**src/frame_descriptor_parser_macros.svh**
```systemverilog
// assertion macros for the frame descriptor parser
`ifndef FRAME_DESCRIPTOR_PARSER_MACROS_SVH
`define FRAME_DESCRIPTOR_PARSER_MACROS_SVH
`ifndef SYNTHESIS
`define FDP_ASSERT_ALWAYS(label, cond, msg) \
   label: assert property (@(posedge clock) disable iff (reset) (cond)) else $error(msg);
`define FDP_ASSERT_NEXT(label, pre, post, msg) \
   label: assert property (@(posedge clock) disable iff (reset) (pre) |=> (post)) \
      else $error(msg);
`else
`define FDP_ASSERT_ALWAYS(label, cond, msg)
`define FDP_ASSERT_NEXT(label, pre, post, msg)
`endif
`endif

```
**src/fdp_pkg.sv**
```systemverilog
// shared types and constants of the frame descriptor parser
package fdp_pkg;

   // dependency limit and counter width
   localparam int unsigned MAX_DEPS    = 8;
   localparam int unsigned DEP_COUNT_W = 4;
   localparam int unsigned DIFF_W      = 14;

   // result queue sizing
   localparam int unsigned FIFO_DEPTH   = 4;
   localparam int unsigned FIFO_PTR_W   = 2;
   localparam int unsigned FIFO_COUNT_W = 3;

   // summary status codes
   localparam logic [2:0] STATUS_OK        = 3'd0;
   localparam logic [2:0] STATUS_TRUNCATED = 3'd1;
   localparam logic [2:0] STATUS_EXTRA     = 3'd2;
   localparam logic [2:0] STATUS_ZERO_DIFF = 3'd3;
   localparam logic [2:0] STATUS_TOO_MANY  = 3'd4;

   // result kinds
   localparam logic KIND_DEPENDENCY = 1'b0;
   localparam logic KIND_SUMMARY    = 1'b1;

   // one result item
   typedef struct packed {
      logic                   item_kind;
      logic [2:0]             status;
      logic                   first_in_subframe;
      logic                   last_in_subframe;
      logic [2:0]             temporal_id;
      logic [7:0]             spatial_mask;
      logic [15:0]            frame_number;
      logic [15:0]            frame_width;
      logic [15:0]            frame_height;
      logic [DIFF_W-1:0]      id_difference;
      logic [DEP_COUNT_W-1:0] dependency_total;
      logic                   end_of_run;
   } result_item_type;

endpackage

```
**src/frame_descriptor_parser.sv**
```systemverilog
// frame descriptor parser: byte-wise payload parse and result queue
// A result enters the result queue when its byte is accepted; rsp offers the queue head.
// Throughput: one payload byte per cycle while the four-entry result queue has
// room for two results; each result leaves in one rsp transfer, so a byte that
// gives a dependency and the summary needs two output transfers.
// Reset: synchronous, clears the parse state and empties the result queue.
`include "frame_descriptor_parser_macros.svh"
module frame_descriptor_parser (
   input  logic                                 clock,
   input  logic                                 reset,
   input  logic                                 req_valid,
   output logic                                 req_stall,
   input  logic [7:0]                           req_payload_byte,
   input  logic                                 req_final_byte,
   output logic                                 rsp_valid,
   input  logic                                 rsp_stall,
   output logic                                 rsp_item_kind,
   output logic [2:0]                           rsp_status,
   output logic                                 rsp_first_in_subframe,
   output logic                                 rsp_last_in_subframe,
   output logic [2:0]                           rsp_temporal_id,
   output logic [7:0]                           rsp_spatial_mask,
   output logic [15:0]                          rsp_frame_number,
   output logic [15:0]                          rsp_frame_width,
   output logic [15:0]                          rsp_frame_height,
   output logic [fdp_pkg::DIFF_W-1:0]           rsp_id_difference,
   output logic [fdp_pkg::DEP_COUNT_W-1:0]      rsp_dependency_total,
   output logic                                 rsp_end_of_run
);
   import fdp_pkg::*;

   typedef enum logic [2:0] {
      PH_HEADER,
      PH_SPATIAL,
      PH_FID_LO,
      PH_FID_HI,
      PH_RES,
      PH_DEP,
      PH_DEP_EXT,
      PH_IGNORE
   } phase_type;

   phase_type              phase_ff, phase_in;
   logic                   begin_ff, begin_in;
   logic                   end_ff, end_in;
   logic [2:0]             temporal_ff, temporal_in;
   logic [7:0]             spatial_ff, spatial_in;
   logic [15:0]            fid_ff, fid_in;
   logic [15:0]            width_ff, width_in;
   logic [15:0]            height_ff, height_in;
   logic [1:0]             res_idx_ff, res_idx_in;
   logic [5:0]             low_diff_ff, low_diff_in;
   logic                   more_ff, more_in;
   logic [DEP_COUNT_W-1:0] deps_ff, deps_in;
   logic [2:0]             error_ff, error_in;

   logic                   in_xfer;
   logic                   last_xfer;
   logic                   out_xfer;
   logic                   cand_valid;
   logic [DIFF_W-1:0]      cand_diff;
   logic                   dep_emit;
   logic [2:0]             sum_status;
   logic                   show_size;
   logic                   truncated;
   result_item_type        dep_item;
   result_item_type        sum_item;
   result_item_type        slot0;
   result_item_type        slot1;
   logic [1:0]             push_count;

   result_item_type         queue_ff [FIFO_DEPTH];
   logic [FIFO_PTR_W-1:0]   wr_ptr_ff, wr_ptr_in;
   logic [FIFO_PTR_W-1:0]   rd_ptr_ff, rd_ptr_in;
   logic [FIFO_COUNT_W-1:0] count_ff, count_in;
   result_item_type         head;

   // handshake
   assign in_xfer   = req_valid && !req_stall;
   assign last_xfer = in_xfer && req_final_byte;
   assign out_xfer  = rsp_valid && !rsp_stall;
   assign req_stall = count_ff > FIFO_COUNT_W'(FIFO_DEPTH - 2);
   assign rsp_valid = count_ff != '0;

   // next parse state for the presented byte
   always_comb begin
      phase_in    = phase_ff;
      begin_in    = begin_ff;
      end_in      = end_ff;
      temporal_in = temporal_ff;
      spatial_in  = spatial_ff;
      fid_in      = fid_ff;
      width_in    = width_ff;
      height_in   = height_ff;
      res_idx_in  = res_idx_ff;
      low_diff_in = low_diff_ff;
      more_in     = more_ff;
      deps_in     = deps_ff;
      error_in    = error_ff;
      cand_valid  = 1'b0;
      cand_diff   = '0;
      dep_emit    = 1'b0;
      unique case (phase_ff)
         PH_HEADER: begin
            begin_in = req_payload_byte[7];
            end_in   = req_payload_byte[6];
            if (!req_payload_byte[7]) begin
               if (!req_final_byte) begin
                  error_in = STATUS_EXTRA;
               end
               phase_in = PH_IGNORE;
            end else begin
               temporal_in = req_payload_byte[2:0];
               more_in     = req_payload_byte[3];
               phase_in    = PH_SPATIAL;
            end
         end
         PH_SPATIAL: begin
            spatial_in = req_payload_byte;
            phase_in   = PH_FID_LO;
         end
         PH_FID_LO: begin
            fid_in   = {8'd0, req_payload_byte};
            phase_in = PH_FID_HI;
         end
         PH_FID_HI: begin
            fid_in     = {req_payload_byte, fid_ff[7:0]};
            phase_in   = more_ff ? PH_DEP : PH_RES;
            res_idx_in = 2'd0;
         end
         PH_RES: begin
            case (res_idx_ff)
               2'd0: width_in = {req_payload_byte, 8'd0};
               2'd1: width_in = {width_ff[15:8], req_payload_byte};
               2'd2: height_in = {req_payload_byte, 8'd0};
               default: height_in = {height_ff[15:8], req_payload_byte};
            endcase
            if (res_idx_ff == 2'd3) begin
               phase_in = PH_IGNORE;
            end
            res_idx_in = res_idx_ff + 2'd1;
         end
         PH_DEP: begin
            more_in = req_payload_byte[0];
            if (req_payload_byte[1]) begin
               low_diff_in = req_payload_byte[7:2];
               phase_in    = PH_DEP_EXT;
            end else begin
               cand_valid = 1'b1;
               cand_diff  = {8'd0, req_payload_byte[7:2]};
            end
         end
         PH_DEP_EXT: begin
            cand_valid = 1'b1;
            cand_diff  = {req_payload_byte, low_diff_ff};
         end
         PH_IGNORE: begin
            phase_in = PH_IGNORE;
         end
      endcase

      // dependency check: limit first, then zero difference
      if (cand_valid) begin
         if (deps_ff >= DEP_COUNT_W'(MAX_DEPS)) begin
            error_in = STATUS_TOO_MANY;
            phase_in = PH_IGNORE;
         end else if (cand_diff == '0) begin
            error_in = STATUS_ZERO_DIFF;
            phase_in = PH_IGNORE;
         end else begin
            deps_in  = deps_ff + DEP_COUNT_W'(1);
            dep_emit = 1'b1;
            phase_in = more_in ? PH_DEP : PH_IGNORE;
         end
      end
   end

   // summary status and reported size
   assign truncated = phase_in == PH_SPATIAL || phase_in == PH_FID_LO ||
                      phase_in == PH_FID_HI || phase_in == PH_DEP ||
                      phase_in == PH_DEP_EXT;
   assign sum_status = (error_in == STATUS_OK && truncated) ? STATUS_TRUNCATED : error_in;
   assign show_size  = error_in == STATUS_OK && phase_in == PH_IGNORE && deps_in == '0;

   // result items built from the updated state
   always_comb begin
      dep_item.item_kind         = KIND_DEPENDENCY;
      dep_item.status            = STATUS_OK;
      dep_item.first_in_subframe = begin_in;
      dep_item.last_in_subframe  = end_in;
      dep_item.temporal_id       = temporal_in;
      dep_item.spatial_mask      = spatial_in;
      dep_item.frame_number      = fid_in;
      dep_item.frame_width       = 16'd0;
      dep_item.frame_height      = 16'd0;
      dep_item.id_difference     = cand_diff;
      dep_item.dependency_total  = deps_in;
      dep_item.end_of_run        = 1'b0;

      sum_item                   = dep_item;
      sum_item.item_kind         = KIND_SUMMARY;
      sum_item.status            = sum_status;
      sum_item.frame_width       = show_size ? width_in : 16'd0;
      sum_item.frame_height      = show_size ? height_in : 16'd0;
      sum_item.id_difference     = '0;
      sum_item.end_of_run        = 1'b1;
   end

   // queue slots in model order: dependency, then summary
   assign slot0      = dep_emit ? dep_item : sum_item;
   assign slot1      = sum_item;
   assign push_count = {1'b0, in_xfer && dep_emit} + {1'b0, last_xfer};

   // queue pointers and fill level
   assign wr_ptr_in = wr_ptr_ff + FIFO_PTR_W'(push_count);
   assign rd_ptr_in = rd_ptr_ff + FIFO_PTR_W'(out_xfer);
   assign count_in  = count_ff + FIFO_COUNT_W'(push_count) - FIFO_COUNT_W'(out_xfer);

   // parse state and queue control
   always_ff @(posedge clock) begin
      if (reset) begin
         phase_ff    <= PH_HEADER;
         begin_ff    <= 1'b0;
         end_ff      <= 1'b0;
         temporal_ff <= '0;
         spatial_ff  <= '0;
         fid_ff      <= '0;
         width_ff    <= '0;
         height_ff   <= '0;
         res_idx_ff  <= '0;
         low_diff_ff <= '0;
         more_ff     <= 1'b0;
         deps_ff     <= '0;
         error_ff    <= STATUS_OK;
         wr_ptr_ff   <= '0;
         rd_ptr_ff   <= '0;
         count_ff    <= '0;
      end else begin
         if (in_xfer) begin
            if (req_final_byte) begin
               phase_ff    <= PH_HEADER;
               begin_ff    <= 1'b0;
               end_ff      <= 1'b0;
               temporal_ff <= '0;
               spatial_ff  <= '0;
               fid_ff      <= '0;
               width_ff    <= '0;
               height_ff   <= '0;
               res_idx_ff  <= '0;
               low_diff_ff <= '0;
               more_ff     <= 1'b0;
               deps_ff     <= '0;
               error_ff    <= STATUS_OK;
            end else begin
               phase_ff    <= phase_in;
               begin_ff    <= begin_in;
               end_ff      <= end_in;
               temporal_ff <= temporal_in;
               spatial_ff  <= spatial_in;
               fid_ff      <= fid_in;
               width_ff    <= width_in;
               height_ff   <= height_in;
               res_idx_ff  <= res_idx_in;
               low_diff_ff <= low_diff_in;
               more_ff     <= more_in;
               deps_ff     <= deps_in;
               error_ff    <= error_in;
            end
         end
         wr_ptr_ff <= wr_ptr_in;
         rd_ptr_ff <= rd_ptr_in;
         count_ff  <= count_in;
      end
   end

   // queue storage
   always_ff @(posedge clock) begin
      if (push_count != 2'd0) begin
         queue_ff[wr_ptr_ff] <= slot0;
      end
      if (push_count == 2'd2) begin
         queue_ff[wr_ptr_ff + FIFO_PTR_W'(1)] <= slot1;
      end
   end

   // head of queue drives the result channel
   assign head                  = queue_ff[rd_ptr_ff];
   assign rsp_item_kind         = head.item_kind;
   assign rsp_status            = head.status;
   assign rsp_first_in_subframe = head.first_in_subframe;
   assign rsp_last_in_subframe  = head.last_in_subframe;
   assign rsp_temporal_id       = head.temporal_id;
   assign rsp_spatial_mask      = head.spatial_mask;
   assign rsp_frame_number      = head.frame_number;
   assign rsp_frame_width       = head.frame_width;
   assign rsp_frame_height      = head.frame_height;
   assign rsp_id_difference     = head.id_difference;
   assign rsp_dependency_total  = head.dependency_total;
   assign rsp_end_of_run        = head.end_of_run;

   // checks
   `FDP_ASSERT_ALWAYS(a_queue_bound, count_ff <= FIFO_COUNT_W'(FIFO_DEPTH), "queue overflow")
   `FDP_ASSERT_ALWAYS(a_dep_bound, deps_ff <= DEP_COUNT_W'(MAX_DEPS), "too many dependencies")
   `FDP_ASSERT_NEXT(a_final_resets, last_xfer, phase_ff == PH_HEADER && deps_ff == '0, "no reset")
   `FDP_ASSERT_NEXT(a_summary_queued, last_xfer, rsp_valid, "no summary queued")

endmodule

```
**config.mk**
```make
export PLATFORM = sky130hd
export DESIGN_NAME = frame_descriptor_parser
export DESIGN_NICKNAME = d
export VERILOG_FILES = /design/src/fdp_pkg.sv /design/src/frame_descriptor_parser.sv
export VERILOG_INCLUDE_DIRS = /design/src /design/src/src
export SDC_FILE = /design/constraint.sdc
export NUM_CORES = 1
export LEC_CHECK = 0
export BUFFER_PORTS_ARGS = -buffer_cell sky130_fd_sc_hd__buf_2
export CAP_MARGIN = 20
export CORE_ASPECT_RATIO = 0.9
export CORE_MARGIN = 1
export CORE_UTILIZATION = 45
export DETAILED_ROUTE_END_ITERATION = 7
export GPL_ROUTABILITY_DRIVEN = 0
export SLEW_MARGIN = 20
export SYNTH_ARGS = -nofsm -noshare
export SYNTH_HDL_FRONTEND = slang
export SYNTH_SLANG_ARGS = --single-unit
```
**constraint.sdc**
```tcl
create_clock -name clock -period 6.3 [get_ports clock]
set_input_delay 0.315 -clock clock [delete_from_list [all_inputs] [get_ports clock]]
set_output_delay 0.315 -clock clock [all_outputs]
set_load 0.05 [all_outputs]
```
; ---- After elaboration in Yosys (flattened, before gate mapping)
; Memory sizes are Yosys's and may differ from the RTL's. A register that Yosys moved wholly into a read port is not among the register bits.
; Index checks and enable logic that the tools add are counted.
[classes]
add_sub_neg = 8
magnitude_cmp = 2
eq_ne = 17
muxes = 62
reduce_logical = 26
[ops]
columns = cell, n
row1 = two-way mux 16 bit, 7
row2 = one-hot mux 16 bit (2 select lines), 3
row3 = two-way mux 84 bit, 1
row4 = two-way mux 3 bit, 16
row5 = one-hot mux 14 bit (2 select lines), 1
row6 = two-way mux 6 bit, 4
row7 = equality test 3 bit (second input constant), 7
row8 = one-hot mux 3 bit (7 select lines), 1
row9 = two-way mux 4 bit, 4
row10 = two-way mux 8 bit, 2
row11 = two-way mux 1 bit, 15
row12 = logical NOT 14 bit, 1
row13 = equality test 3 x 2 -> 1 bit (second input constant), 4
row14 = two-way mux 2 bit, 5
row15 = logical AND 1 bit, 7
row16 = equality test 2 bit (second input constant), 3
row17 = equality test 3 x 1 -> 1 bit (second input constant), 2
row18 = logical NOT 3 bit, 2
row19 = nonzero test 2 bit, 3
row20 = nonzero test 3 bit, 2
row21 = adder 2 x 1 -> 2 bit (second input constant), 2
row22 = adder 4 x 1 -> 4 bit (second input constant), 1
row23 = >= comparator 4 bit (second input constant), 1
row24 = logical NOT 4 bit, 1
row25 = other kinds (15), 20
[totals]
ff_bits = 87
mem_bits_rw = 336
output_inout_bits = 86
elab_cells = 132
memories = 1
[mem_list]
columns = name, words, width, rd, rd_clocked_by_memory_dff, write_ports, line
row1 = queue_ff, 4, 84, 1, 1, 2, frame_descriptor_parser.sv:72  ; result_item_type queue_ff [FIFO_DEPTH];

; ---- Longest topological paths before layout
[depth]
depth_word = 14
mapped_depth = 17
depth_no_buf = 14

; ---- Least setup slack after synthesis
; Ideal clock, no wire load.
[synth_timing]
path_type = input -> register
from = input req_payload_byte[1]
to = memory queue_ff[1][35] (netlist name) (data pin)
setup_ps = 142
arrival_time_ps = 4673
t_required_ps = 6158
slack_ps = 1484
cell_stages = 16
path_cell_list = buf_2 nor3b_2 a32oi_2 nand4_1 o21ai_1 nor2_1 inv_1 ha_1 nand2b_1 nand2_1 nand2b_1 inv_1 o21ai_0 nand4b_4 buf_4 nor2_1
[synth_rtl]
columns = element, line
row1 = from (decl), frame_descriptor_parser.sv:13  ; input logic [7:0] req_payload_byte,
row2 = to (decl), frame_descriptor_parser.sv:72

==> impl_metrics.toml <==
[global_routing]
grt_max_degree = 64
grt_pass1_vias = 11600
antenna_found_initial = 1
overflow = 0
grt_pass1_wl_um = 70100
grt_use_total_pct = 23.0

[die]
core_area_um2 = 38700
start_util_pct = 46.2
ioPinCount = 99
die_h_um = 191
die_width_um = 212
rows = 68
dieArea_um2 = 40500

[clock_network]
clock_latency_ns = 0.55
post-cts-setup-buffer-count = 0
cts_resized = 0
h-tree-depth = 2
cts_buffer_depth = 3
cts-root-buf = "clkbuf_16"
cts_tree = "yes"
holdBufCountCts = 0
cts_buffers = 45
clk_pin_slew_ns = 0.06
cts_num_sinks = 419

[worst_setup_path]
critPathBufInv = 2
crit_top_cell = "nor2_1"
crit_path_start_kind = "register"
critical_path.cell_chain = "nor2b_1 -> a32oi_1 -> nand3_2 -> o21ai_1 -> nor2_1 -> inv_1 -> ha_1 -> nand2b_1 -> nand2_1 -> nand2b_2 -> inv_2 -> o21ai_0 -> nand4b_4 -> nor2_1"
crit_path_max_fanout = 32
max_stage_delay_ns = 0.68
reg2reg_setup_slack_ns = 1.39
reg2reg_depth = 14
endpoint_kind = "register"
crit_slowest_cell = "nand4b_4"
crit_arrival_ns = 5.28
crit_type = "register to register"
crit_family = "simple AND/OR/NAND/NOR gates"
required_ns = 6.67
regToRegEndpoint = "queue_ff[1][30]"
rr_startpoint = "phase_ff[1]"

[yosys]
ys_ff_latch = 419
syn_area_um2 = 17900
yosys-mux-area-fraction_pct = 12.1
ys_warn_count = 0
synth-simple-area-share_pct = 12.7
synth_adder_area_share_pct = 1.02
ys.flop_type = "edfxtp_1"
synth_top_family_by_area = "simple AND/OR/NAND/NOR gates"
syn_nets = 1473
yosys.area_share.xor_xnor_pct = 0.448
yosysSeqAreaShare_pct = 62.2
synth_area_per_cell_um2 = 12.4
yosysUniqueCellTypes = 61
synth-edff-count = 272
synthArstFlopShare_pct = 0
netlist_instances = 1446
synth_compound_area_share_pct = 8.62

[power]
ir_drop_mv = 0.270
power_density_nw_per_um2 = 383
p_leak_nw = 6.70

[sta]
tns_ns = 0
period_share_pct = 77.9
report.final.slew_viol_count = 0
setup_viol = 0
tightest_slew_ns = 1.06
fmax_mhz = 204
slew-limit-headroom_pct = 29.2
hold_slack_ns = 0.222
final-hold-violation-count = 0
rsz0062_at_grt = "no"
finalClockSkew_ns = 0.0146
fin_crit_ns = 4.91

[worst_hold_path]
worst_hold_path_type = "input port to register"
hp-start = "reset"
holdPathStages = 2
min_to = "height_ff[13]"

[final_layout]
area_growth_pct = 13.1
regArea_um2 = 11100
mostFrequentLayoutCells = "411 x nor2_1, 272 x edfxtp_1, 145 x dfxtp_1"
multi_input_area_um2 = 6240
n_antenna_cell = 0
nNetsFinal = 1528
mostFrequentLayoutCell = "nor2_1"
drive_gt1_share_pct = 19.3
nFillCells = 3344

[flow_run]
drv_cap = 0

[drt]
totalWireLength_um = 45500
drc = 0
ant_nets = 0
via_count = 11700
drt_iter0_drc = 1046
drt-pass1-iter-count = 5
wl_per_cell_um = 22.1
viasPerCell = 5.69

[place]
place_hpwl_um = 26700
io_buffers = 98

[run_status]
status = "finished clean"
==> cells by family after synthesis <==
group,Yosys count
AND/OR/NAND/NOR,544
adder cells (fa/ha/maj),14
flip-flops,419
buffers and inverters,133
XOR/XNOR,7
multiplexers,111
AO/OA/AOI/OAI,218
==> power breakdown <==
| group | switching [mW] | internal [mW] | total [mW] |
|---|---|---|---|
| logic | 1.39 | 0.582 | 1.97 |
| clock network | 1.04 | 1.55 | 2.59 |
| registers | 0.127 | 3.04 | 3.17 |
| total | 2.56 | 5.18 | 7.74 |
==> flip-flops by register name (all words and copies together), names as in the netlist, 3 cells and up <==
name and cells:
queue_ff 332, width_ff 16, temporal_ff 3, phase_ff 3, height_ff 16, deps_ff 4
count_ff 3, low_diff_ff 6, fid_ff 16, spatial_ff 8, error_ff 3
==> cells in the mapped netlist (8+ instances only) <==
| cell | number | area, µm² |
|---|---|---|
| edfxtp_1 | 272 | 8170 |
| buf_2 | 15 | 75.1 |
| o21ai_0 | 30 | 150 |
| nor2b_1 | 8 | 50.1 |
| mux2_2 | 8 | 90.1 |
| mux4_2 | 83 | 1870 |
| and2_1 | 13 | 81.3 |
| inv_1 | 22 | 82.6 |
| nor2_1 | 412 | 1550 |
| nand2_1 | 63 | 236 |
| a22o_1 | 35 | 307 |
| clkbuf_1 | 67 | 251 |
| a21oi_1 | 50 | 250 |
| buf_1 | 24 | 90.1 |
| dfxtp_1 | 147 | 2940 |
| mux2i_1 | 20 | 200 |
| a32oi_1 | 8 | 70.1 |
| a22oi_1 | 64 | 480 |
| ha_1 | 13 | 163 |
| nand2b_1 | 10 | 62.6 |
==> cell type report <==
| class | count | area share [%] |
|---|---|---|
| clock buffers | 63 | 6.42 |
| clock inverters | 19 | 0.799 |
| inverters | 23 | 0.427 |
| multi-input cells | 894 | 30.9 |
| flip-flops and latches | 419 | 55.0 |
| well taps | 525 | 3.25 |
| repair buffers | 118 | 3.23 |
==> through the flow <==
stage | cells | worst slack [ns] | area, µm² | util (%) | total power, mW
after floorplan | 1446 | 1.48 | 17900 | - | 4.75
after global placement | 1979 | 1.75 | 18800 | 48.4 | 5.22
after detailed placement | 1979 | 1.44 | 18800 | 48.4 | 5.23
after CTS | 2061 | 1.44 | 20200 | 52.2 | 7.81
after global routing | 2061 | 0.940 | 20200 | 52.2 | 8.02
final | 2061 | 1.39 | 20200 | 52.2 | 7.74
==> worst max path at each step <==
stage	endpoint	cells after the start	start
finish	queue_ff[1][30]	14	phase_ff[1]
global route	queue_ff[1][43]	14	phase_ff[1]
CTS	queue_ff[1][43]	14	phase_ff[1]
detailed placement	queue_ff[1][43]	14	phase_ff[1]
global placement	queue_ff[1][27]	14	phase_ff[1]
floorplan	queue_ff[1][35]	16	req_payload_byte[1]
==> routing by layer <==
metal	wire, µm	vias up	global-route usage [%]
met1	20800	5942	33.7
met5	9	-	0
met4	684	2	5.18
met2	21100	400	36.1
li1	-	5346	-
met3	2920	45	3.37
(Power assumes the default switching activity.)
